## src/irpc_pkg.sv

```systemverilog
// Shared types and constants for the IR raw pulse capture block.
// No dependencies; used by irpc_capture and ir_raw_pulse_capture.
`timescale 1ns / 1ps
`default_nettype none

package irpc_pkg;

    localparam int BUF_DEPTH = 128;
    localparam int TICK_W    = 16;
    localparam int ADDR_W    = $clog2(BUF_DEPTH);
    localparam int CNT_W     = $clog2(BUF_DEPTH + 1);
    localparam int CMP_W     = (TICK_W > 16) ? TICK_W : 16;

    localparam logic [TICK_W-1:0] TICK_MAX = {TICK_W{1'b1}};

    localparam logic [1:0] REQ_TICK   = 2'd0;
    localparam logic [1:0] REQ_RESUME = 2'd1;
    localparam logic [1:0] REQ_READ   = 2'd2;

    localparam logic [1:0] CFG_GAP_MIN      = 2'd0;
    localparam logic [1:0] CFG_MARK_LEVEL   = 2'd1;
    localparam logic [1:0] CFG_BLINK_ENABLE = 2'd2;

    typedef enum logic [1:0] {
        PH_IDLE  = 2'd0,
        PH_MARK  = 2'd1,
        PH_SPACE = 2'd2,
        PH_STOP  = 2'd3
    } phase_t;

    typedef struct packed {
        logic [1:0] req_type;
        logic       ir_level;
        logic [6:0] read_index;
    } irpc_in_t;

    typedef struct packed {
        logic [1:0]  capture_phase;
        logic        frame_ready;
        logic [7:0]  entry_count;
        logic [15:0] read_width;
        logic        read_valid;
        logic        led_on;
    } irpc_out_t;

    typedef struct packed {
        logic [15:0] gap_min;
        logic        mark_level;
        logic        blink_enable;
    } irpc_cfg_t;

endpackage

`default_nettype wire

```

## src/irpc_capture.sv

```systemverilog
// Capture state machine, tick counter and width buffer.
// Depends on irpc_pkg. Buffer read is issued when a word is taken in.
`timescale 1ns / 1ps
`default_nettype none

module irpc_capture (
    input  wire logic              clk,
    input  wire logic              rst_n,
    input  wire irpc_pkg::irpc_cfg_t cfg,
    input  wire logic              issue,
    input  wire irpc_pkg::irpc_in_t  issue_word,
    input  wire logic              proc,
    input  wire irpc_pkg::irpc_in_t  proc_word,
    output irpc_pkg::irpc_out_t      result
);
    import irpc_pkg::*;

    logic [TICK_W-1:0] mem [BUF_DEPTH];

    phase_t            phase_reg, phase_next;
    logic [TICK_W-1:0] tick_reg, tick_next;
    logic [CNT_W-1:0]  cnt_reg, cnt_next;
    logic              led_reg, led_next;

    logic [TICK_W-1:0] rd_data_reg;
    logic [TICK_W-1:0] byp_data_reg;
    logic              byp_hit_reg;

    logic              wr_en;
    logic [ADDR_W-1:0] wr_addr;
    logic [TICK_W-1:0] wr_data;
    logic [ADDR_W-1:0] issue_addr;

    logic              is_mark;
    logic [TICK_W-1:0] tick_inc;
    phase_t            phase_eff;
    logic              rd_ok;
    logic [TICK_W-1:0] rd_word;

    assign issue_addr = ADDR_W'(issue_word.read_index);

    always_ff @(posedge clk or negedge rst_n)
    begin
        if (!rst_n)
        begin
            phase_reg <= PH_IDLE;
            tick_reg  <= '0;
            cnt_reg   <= '0;
            led_reg   <= 1'b0;
        end
        else if (proc)
        begin
            phase_reg <= phase_next;
            tick_reg  <= tick_next;
            cnt_reg   <= cnt_next;
            led_reg   <= led_next;
        end
    end

    always_ff @(posedge clk)
    begin
        if (wr_en)
        begin
            mem[wr_addr] <= wr_data;
        end
    end

    // Read at take-in; a write landing on the same edge is caught by the bypass.
    always_ff @(posedge clk)
    begin
        if (issue)
        begin
            rd_data_reg  <= mem[issue_addr];
            byp_data_reg <= wr_data;
        end
    end

    always_ff @(posedge clk or negedge rst_n)
    begin
        if (!rst_n)
        begin
            byp_hit_reg <= 1'b0;
        end
        else if (issue)
        begin
            byp_hit_reg <= wr_en && (wr_addr == issue_addr);
        end
    end

    always_comb
    begin
        is_mark    = (proc_word.ir_level == cfg.mark_level);
        tick_inc   = (tick_reg == TICK_MAX) ? tick_reg : tick_reg + 1'b1;
        phase_eff  = (32'(cnt_reg) >= BUF_DEPTH) ? PH_STOP : phase_reg;
        phase_next = phase_reg;
        tick_next  = tick_reg;
        cnt_next   = cnt_reg;
        led_next   = led_reg;
        wr_en      = 1'b0;
        wr_addr    = ADDR_W'(cnt_reg);
        wr_data    = tick_inc;

        case (proc_word.req_type)
            REQ_TICK:
            begin
                phase_next = phase_eff;
                tick_next  = tick_inc;
                case (phase_eff)
                    PH_IDLE:
                    begin
                        if (is_mark)
                        begin
                            tick_next = '0;
                            if (CMP_W'(tick_inc) >= CMP_W'(cfg.gap_min))
                            begin
                                // gap width goes to entry 0
                                wr_en      = 1'b1;
                                wr_addr    = '0;
                                cnt_next   = CNT_W'(1);
                                phase_next = PH_MARK;
                            end
                        end
                    end
                    PH_MARK:
                    begin
                        if (!is_mark)
                        begin
                            wr_en      = (32'(cnt_reg) < BUF_DEPTH);
                            cnt_next   = wr_en ? cnt_reg + 1'b1 : cnt_reg;
                            tick_next  = '0;
                            phase_next = PH_SPACE;
                        end
                    end
                    PH_SPACE:
                    begin
                        if (is_mark)
                        begin
                            wr_en      = (32'(cnt_reg) < BUF_DEPTH);
                            cnt_next   = wr_en ? cnt_reg + 1'b1 : cnt_reg;
                            tick_next  = '0;
                            phase_next = PH_MARK;
                        end
                        else if (CMP_W'(tick_inc) > CMP_W'(cfg.gap_min))
                        begin
                            phase_next = PH_STOP;
                        end
                    end
                    default:
                    begin
                        if (is_mark)
                        begin
                            tick_next = '0;
                        end
                    end
                endcase
                if (cfg.blink_enable)
                begin
                    led_next = is_mark;
                end
                wr_en = wr_en && proc;
            end
            REQ_RESUME:
            begin
                phase_next = PH_IDLE;
                cnt_next   = '0;
            end
            default:
            begin
            end
        endcase
    end

    always_comb
    begin
        rd_ok   = (proc_word.req_type == REQ_READ)
                  && (32'(proc_word.read_index) < 32'(cnt_reg))
                  && (32'(proc_word.read_index) < BUF_DEPTH);
        rd_word = byp_hit_reg ? byp_data_reg : rd_data_reg;

        result.capture_phase = phase_next;
        result.frame_ready   = (phase_next == PH_STOP) && (cnt_next != '0);
        result.entry_count   = 8'(cnt_next);
        result.read_width    = rd_ok ? 16'(rd_word) : 16'd0;
        result.read_valid    = rd_ok;
        result.led_on        = led_next;
    end

endmodule

`default_nettype wire

```

## src/ir_raw_pulse_capture.sv

```systemverilog
// IR raw pulse capture: config registers, input stage and result register.
// Depends on irpc_pkg and irpc_capture.
// Path: a word taken in passes through the input stage and then the result register;
// a stall on the output holds it in the input stage.
// Throughput: one word per cycle while the output is not stalled; the state update and
// buffer write fit in one pass between the input stage and the result register.
// Reset: phase idle, counters and indicator cleared, config at defaults;
// buffer contents are not cleared and are only readable once written.
`timescale 1ns / 1ps
`default_nettype none

module ir_raw_pulse_capture (
    input  wire logic                clk,
    input  wire logic                rst_n,
    input  wire logic                cfg_wr_en,
    input  wire logic [1:0]          cfg_index,
    input  wire logic [15:0]         cfg_data,
    input  wire logic                in_valid,
    output logic                     in_stall,
    input  wire irpc_pkg::irpc_in_t  in_data,
    output logic                     out_valid,
    input  wire logic                out_stall,
    output irpc_pkg::irpc_out_t      out_data
);
    import irpc_pkg::*;

    irpc_cfg_t cfg_reg;
    logic      s1_valid_reg;
    irpc_in_t  s1_data_reg;
    logic      out_valid_reg;
    irpc_out_t out_data_reg;
    irpc_out_t result;

    logic out_free;
    logic s1_adv;
    logic in_fire;

    assign out_free  = !out_valid_reg || !out_stall;
    assign s1_adv    = s1_valid_reg && out_free;
    assign in_stall  = s1_valid_reg && !out_free;
    assign in_fire   = in_valid && !in_stall;
    assign out_valid = out_valid_reg;
    assign out_data  = out_data_reg;

    always_ff @(posedge clk or negedge rst_n)
    begin
        if (!rst_n)
        begin
            cfg_reg.gap_min      <= 16'd100;
            cfg_reg.mark_level   <= 1'b0;
            cfg_reg.blink_enable <= 1'b0;
        end
        else if (cfg_wr_en)
        begin
            case (cfg_index)
                CFG_GAP_MIN:      cfg_reg.gap_min      <= cfg_data;
                CFG_MARK_LEVEL:   cfg_reg.mark_level   <= cfg_data[0];
                CFG_BLINK_ENABLE: cfg_reg.blink_enable <= cfg_data[0];
                default:
                begin
                end
            endcase
        end
    end

    always_ff @(posedge clk or negedge rst_n)
    begin
        if (!rst_n)
        begin
            s1_valid_reg  <= 1'b0;
            out_valid_reg <= 1'b0;
        end
        else
        begin
            if (in_fire)
            begin
                s1_valid_reg <= 1'b1;
            end
            else if (s1_adv)
            begin
                s1_valid_reg <= 1'b0;
            end

            if (s1_adv)
            begin
                out_valid_reg <= 1'b1;
            end
            else if (!out_stall)
            begin
                out_valid_reg <= 1'b0;
            end
        end
    end

    always_ff @(posedge clk)
    begin
        if (in_fire)
        begin
            s1_data_reg <= in_data;
        end
        if (s1_adv)
        begin
            out_data_reg <= result;
        end
    end

    irpc_capture u_capture (
        .clk        (clk),
        .rst_n      (rst_n),
        .cfg        (cfg_reg),
        .issue      (in_fire),
        .issue_word (in_data),
        .proc       (s1_adv),
        .proc_word  (s1_data_reg),
        .result     (result)
    );

endmodule

`default_nettype wire

```

## config.mk

```make
export PLATFORM = sky130hd
export DESIGN_NAME = ir_raw_pulse_capture
export DESIGN_NICKNAME = d
export VERILOG_FILES = /design/src/irpc_pkg.sv /design/src/irpc_capture.sv /design/src/ir_raw_pulse_capture.sv
export SDC_FILE = /design/constraint.sdc
export NUM_CORES = 2
export LEC_CHECK = 0
export BUFFER_PORTS_ARGS = -buffer_cell sky130_fd_sc_hd__buf_4
export CAP_MARGIN = 10
export CORE_MARGIN = 2
export CORE_UTILIZATION = 39
export CTS_CLUSTER_SIZE = 25
export DETAILED_ROUTE_END_ITERATION = 8
export PLACE_DENSITY = 0.64
export SLEW_MARGIN = 15
export SYNTH_ARGS = -nofsm -noshare
export SYNTH_HDL_FRONTEND = slang
export SYNTH_SLANG_ARGS = --single-unit
```

## constraint.sdc

```tcl
create_clock -name clk -period 11.9 [get_ports clk]
set_input_delay 1.19 -clock clk [delete_from_list [all_inputs] [get_ports clk]]
set_output_delay 1.19 -clock clk [all_outputs]
set_load 0.1 [all_outputs]
```

---- Word level (Yosys, flattened, before mapping) ----
Memories as Yosys holds them, arrays and structs flattened. A register that Yosys moved wholly into a read port is not among the register bits.
Cells that the tools add are included.
operators by class
  equality and inequality tests ........... 11
  div/mod/pow operators ................... 0
  shift operators ......................... 0
  multiply operators ...................... 0
  $lt $le $gt $ge ......................... 5
  add/subtract/negate cells ............... 2
  bitwise gates (word level) .............. 0
  reductions and logical operators ........ 21
  mux-type cells .......................... 39
operator list
  operator                                                         number
  16-bit 2-to-1 mux                                                5
  8-bit 2-to-1 mux                                                 5
  7-bit 2-to-1 mux                                                 4
  8-bit one-hot mux with 3 select lines                            1
  16-bit by 1-bit adder with 16-bit output, second input constant  1
  16-bit == test, second input constant                            1
  16-bit >= comparator                                             1
  16-bit greater-than comparator                                   1
  8-bit one-hot mux with 2 select lines                            1
  1-bit 2-to-1 mux                                                 14
  2-bit 2-to-1 mux                                                 6
  8-bit by 1-bit adder with 8-bit output, second input constant    1
  2-bit == test, second input constant                             4
  8-bit >= comparator, second input constant                       1
  7-bit by 8-bit less-than comparator with 1-bit output            1
  8-bit less-than comparator, second input constant                1
  2-bit AND reduction                                              4
  8-bit nonzero test                                               1
  7-bit == test                                                    1
  1-bit logical AND                                                7
  2-bit by 1-bit == test with 1-bit output, second input constant  3
  2-bit zero test                                                  3
  2-bit one-hot mux with 3 select lines                            1
  1-bit zero test                                                  4
  other kinds (6)                                                  6
storage, ports and cells
  memory bits (read-only) ................. 0
  RAM bits ................................ 2,048
  latch bits .............................. 0
  word-level logic and storage cells ...... 99
  memories kept ........................... 1
  input port bits ......................... 33
  flip-flop bits (word level) ............. 103
memory list
  name           words  bits a word  read ports  clocked after Yosys merged registers in  wr ports  RTL line            source
  u_capture.mem  128    16           1           1                                        1         irpc_capture.sv:18  logic [TICK_W-1:0] mem [BUF_DEPTH];

---- Longest topological paths before layout ----
  word-level depth ........................ 11
  depth in mapped cells ................... 16
  gate-level depth less buffers ........... 14

---- By module ----
From an unflattened synthesis, not the netlist that was laid out.
unflattened totals
  cells, all modules ...................... 3,646
  area total of the unflattened synthesis .. 84,249.6 µm²
by module, submodules not included
  module                times used  area each (µm²)  cells each  seq. area each (µm²)
  irpc_capture          1           82,286.4         3,559       63,160.6
  ir_raw_pulse_capture  1           1,963.1          87          1,675.4

---- Worst setup path before layout ----
No wires, ideal clock.
  path type ............................... register to register
  start ................................... register u_capture.tick_reg[3]
  end ..................................... memory u_capture.mem[74][0], enable pin
  cell stages (with the launch flop) ...... 15
  required time ........................... 11.470 ns
  arrival ................................. 9.636 ns
  setup slack ............................. 1.834 ns
  cells stage by stage .................... dfrtp_1 > and4_1 > and2_1 > nand3_1 > nor2_1 > and4_1 > mux2i_1 > ha_1 > nand4_1 > nor3_1 > a2111oi_0 > a2111oi_1 > a2111oi_4 > nand4_1 > nor4_1
on the way
  word-level cells in the longest chain between the ends .. 11
  elaborated cells between the ends (all ways) .. 16
ends and longest elaborated chain
  what                                                                        RTL line             source
  start, declared                                                             irpc_capture.sv:21   logic [TICK_W-1:0] tick_reg, tick_next;
  start signal, assigned                                                      irpc_capture.sv:54   tick_reg <= tick_next;
  16-bit by 1-bit adder with 16-bit output or 16-bit == test (tied branches)  irpc_capture.sv:93   tick_inc = (tick_reg == TICK_MAX) ? tick_reg : tick_reg + 1'b1;
  16-bit 2-to-1 mux (*)                                                       irpc_capture.sv:93
  named net u_capture.tick_inc[15]                                            irpc_capture.sv:35   logic [TICK_W-1:0] tick_inc;
  16-bit >= comparator (*)                                                    irpc_capture.sv:114  if (CMP_W'(tick_inc) >= CMP_W'(cfg.gap_min))
  1-bit 2-to-1 mux                                                            irpc_capture.sv:114
  1-bit 2-to-1 mux                                                            irpc_capture.sv:111  if (is_mark)
  1-bit one-hot mux with 3 select lines                                       irpc_capture.sv:108  case (phase_eff)
  1-bit 2-to-1 mux                                                            irpc_capture.sv:103  case (proc_word.req_type)
  1-bit logical AND                                                           irpc_capture.sv:160  wr_en = wr_en && proc;
  1-bit 2-to-1 mux                                                            irpc_capture.sv:103
  1-bit 2-to-1 mux                                                            irpc_capture.sv:62   if (wr_en)
  1-bit 2-to-1 mux (not written as such)                                      irpc_capture.sv:64   mem[wr_addr] <= wr_data;
  end, declared                                                               irpc_capture.sv:18
The timed path passes the listed nets; every way through them passes the cells marked *. The select of a mux whose other input is x is not followed.

---- Worst setup path in the final report ----
  start ................................... register u_capture.tick_reg[5]
  end ..................................... memory u_capture.mem[87][1], enable pin
on the way
  word-level cells in the longest chain between the ends .. 11
  elaborated cells between the ends (all ways) .. 16
ends and longest elaborated chain
  what                                    RTL line
  16-bit == test (*)                      irpc_capture.sv:93
  16-bit 2-to-1 mux (*)                   irpc_capture.sv:93
  named net u_capture.tick_inc[4]         irpc_capture.sv:35
  16-bit >= comparator (*)                irpc_capture.sv:114
  1-bit 2-to-1 mux                        irpc_capture.sv:114
  1-bit 2-to-1 mux                        irpc_capture.sv:111
  1-bit one-hot mux with 3 select lines   irpc_capture.sv:108
  1-bit 2-to-1 mux                        irpc_capture.sv:103
  1-bit logical AND                       irpc_capture.sv:160
  1-bit 2-to-1 mux                        irpc_capture.sv:103
  1-bit 2-to-1 mux                        irpc_capture.sv:62
  1-bit 2-to-1 mux (not written as such)  irpc_capture.sv:64
Marks and branches as above.

==> results.py <==
metrics = {
    "yosys": {
        "synth_top_family_by_area": "multiplexers",
        "ys_async_sr_fraction": 0.02215,
        "yosys.area_share.simple": 0.01880,
        "yosysSeqAreaShare": 0.7702,
        "synth-compound-area-share": 0.01182,
        "synth_edf_count": 2119,
        "synth_nets": 3707,
        "ys_ff_latch": 2167,
        "syn-mean-instance-area_um2": 23.07,
        "synth_fa_ha_area_frac": 0.003716,
        "netlist_instances": 3649,
        "synth.area.mux_share": 0.1835,
        "synth-main-ff-cell": "edfxtp_1",
        "synth-xor-area-share": 0.001665,
        "syn_area_um2": 84180,
        "yosysWarnings": 0,
        "ys_types": 61,
    },
    "global_routing": {
        "grt_pass1_wl_mm": 289.5,
        "use_met2": 0.2816,
        "grt.met3_usage": 0.03310,
        "grt-busiest-layer": "met2",
        "grt_pass1_vias": 38920,
        "antenna_found_initial": 12,
        "grt_start_max_net_pins": 159,
        "use_met1": 0.2705,
        "grt_overflow": 0,
        "grtUsageTotal": 0.1832,
    },
    "floorplanning": {
        "die_y_um": 468.6,
        "ios": 64,
        "dieArea_um2": 219600,
        "num_rows": 170,
        "die_w_um": 468.6,
        "coreArea_um2": 214600,
        "initial_utilization": 0.3922,
    },
    "run": {
        "drv_cap": 0,
    },
    "sta": {
        "rsz0062_at_grt": "no",
        "fmax_mhz": 135.6,
        "setup_viol": 0,
        "finClkSkew_ps": 23.55,
        "slew_headroom": 0.1867,
        "final.min_clock_period_ps": 7373,
        "min_period_over_period": 0.6196,
        "worst_slew_pin_slew_ps": 1220,
        "hold_ws_ps": 378.6,
        "tns_ps": 0,
        "finalHoldViolations": 0,
        "drv_slew": 0,
    },
    "layout": {
        "drive_gt1_frac": 0.3076,
        "fin_util": 0.4464,
        "largest_reg_flops": 2048,
        "fill_cells": 17620,
        "area_growth_pct": 13.82,
        "nets": 3960,
    },
    "drt": {
        "drt_first_pass_iters": 6,
        "final_antenna_net_count": 0,
        "drt_iter0_drc": 5373,
        "routed_wl_mm": 201.4,
        "vias_per_cell": 5.721,
        "drc": 0,
        "routedWlPerCell_um": 29.12,
        "num_vias": 39570,
    },
    "clock_network": {
        "post_cts_buffers": 0,
        "clkTransAtPathRegs_ps": 70,
        "htree_levels": 4,
        "root_buffer": "clkbuf_16",
        "cts_resized": 0,
        "numCtsBuffers": 201,
        "clkLatencyLatePin_ps": 840,
        "cts_tree": "yes",
        "clock-sinks": 2167,
        "cts.path.max_buffers": 3,
        "cts_hold_buffers": 0,
    },
    "power_and_ir_drop": {
        "p_leak_nw": 31.51,
        "p_switching_mw": 3.400,
        "internal-power_mw": 12.44,
        "ir_drop_uv": 168.8,
        "comb_power_share": 0.054,
        "p_seq_frac": 0.538,
        "switching_share": 0.2147,
        "fin_total_pwr_mw": 15.84,
        "clkPwrFrac": 0.408,
        "power_density_nw_per_um2": 165.3,
    },
    "placed_design": {
        "portBuffers": 63,
        "place.gp.congestion": 0.8474,
        "dp_hpwl_mm": 119.2,
    },
    "worst_setup_path": {
        "required_ps": 12340,
        "setup.worst_path.start_class": "register",
        "arrival_ps": 7810,
        "rrSetupSlack_ps": 4530,
        "critPathKind": "reg -> reg",
        "cp_max_fo": 66,
        "end_kind": "register",
    },
    "status": {
        "outcome": "complete, no violations",
    },
    "worst_hold_path": {
        "min_path_type": "in -> async",
    },
}
[layout by cell type (no fill, tap or decap), drive strengths merged, types with 11 or more instances in the layout]
cell	netlist	final
a211oi	18	18
a21oi	19	19
a22o	12	12
buf	57	244
bufinv	0	24
clkbuf	138	244
clkinv	4	98
dfrtp	45	45
edfxtp	2119	2119
ha	25	25
inv	31	36
mux2i	21	21
mux4	672	672
nand2	125	125
nand3	25	25
nand4	11	11
nor2	148	148
nor3	12	12
o21ai	40	40
[routing by layer]
layer	vias to the layer above	routed length [um]
li1	16050	-
met1	21310	83160
met2	1963	95480
met3	246	18040
met4	0	4728
met5	-	0
[cell type report]
class | instances | area (um2) | share of cell area
sequential | 2167 | 64840 | 0.6767
clock buffer | 243 | 5273 | 0.05503
multi-input combinational | 1252 | 18690 | 0.1950
timing repair buffer | 245 | 1941 | 0.02025
tap | 2838 | 3551 | 0.03706
clock inverter | 131 | 1379 | 0.01439
antenna | 6 | 15.01 | 0.0001567
inverter | 35 | 133.9 | 0.001397
[power groups by stage]
stage          registers [mW]  clock network [mW]  logic, mW
6_report                 8.52                6.46      0.858
3_5_place_dp             8.69                   0      0.869
2_1_floorplan            8.75                   0      0.454
4_1_cts                  8.52                6.57      0.870
5_1_grt                  8.52                6.86      0.908
3_3_place_gp             8.68                   0      0.856
[path summary, 6_finish.rpt]
| path | end | cells after the start | from |
|---|---|---|---|
| min reg2reg | u_capture.led_reg | 2 | u_capture.led_reg |
| min in group clk | u_capture.led_reg | 2 | u_capture.led_reg |
| max in group asynchronous | u_capture.cnt_reg[1] | 1 | rst_n |
| max | u_capture.mem[87][1] | 15 | u_capture.tick_reg[5] |
| min | cfg_reg[16] | 1 | rst_n |
| max reg2reg | u_capture.mem[87][1] | 15 | u_capture.tick_reg[5] |
[synthesized netlist by cell type (all sizes together) (2+ instances only)]
master   number  area share
xnor2        10      0.0010
and2          4     0.00030
o31ai         7     0.00062
o21a          3     0.00027
a31o          2     0.00021
mux2i        21      0.0025
nor2        148      0.0066
a2111oi       5     0.00076
o41ai         2     0.00021
nand2b        7     0.00052
nor4          9     0.00067
and3          2     0.00015
a21o         10     0.00089
clkbuf      138      0.0062
nand3        25      0.0015
buf          57      0.0026
edfxtp     2119        0.76
a31oi         3     0.00022
xor2          6     0.00062
nor2b         4     0.00030
or3           2     0.00015
o211ai        5     0.00045
dfstp         3     0.00094
o21ai        40      0.0024
nand2       125      0.0056
inv          31      0.0014
ha           25      0.0037
a211oi       18      0.0016
mux2          9      0.0012
a21oi        19      0.0011
nor3b         5     0.00045
o21bai        2     0.00018
nand4        11     0.00082
o22ai         3     0.00022
dfrtp        45       0.013
clkinv        4     0.00018
and4          3     0.00031
nor3         12     0.00071
nand3b        4     0.00036
mux4        672        0.18
a22o         12      0.0012
[cells by family (layout without fill, tap and decap cells)]
family / after synthesis / in the layout
AOI/OAI and AO/OA: 144 / 144
xor gates and xnor gates: 16 / 16
adders and majority gates: 25 / 25
buffers and inverters: 230 / 654
DFF: 2167 / 2167
muxes: 702 / 702
other: 0 / 6
and+or+nand+nor: 365 / 365
[stage by stage]
| step | cell area, um2 | worst slack [ps] | cells |
|---|---|---|---|
| floorplan | 84180 | 1834 | 3649 |
| global placement | 89140 | 4694 | 6536 |
| detailed placement | 89140 | 4666 | 6536 |
| CTS | 95790 | 4557 | 6910 |
| global route | 95800 | 4150 | 6912 |
| finish | 95810 | 4527 | 6917 |
[critical path, stage by stage (launching register included)]
cell,delay [ps]
dfrtp_1,480
and4_1,320
and4_1,230
nand3_1,410
and2_1,470
nand3_1,200
xnor2_2,130
buf_4,660
ha_1,230
nand4_1,90
or4_1,490
o32a_1,410
a311o_1,480
a2111oi_4,760
nand3_1,610
nor2_2,960
Note: power is estimated with default switching activity, not from simulation.
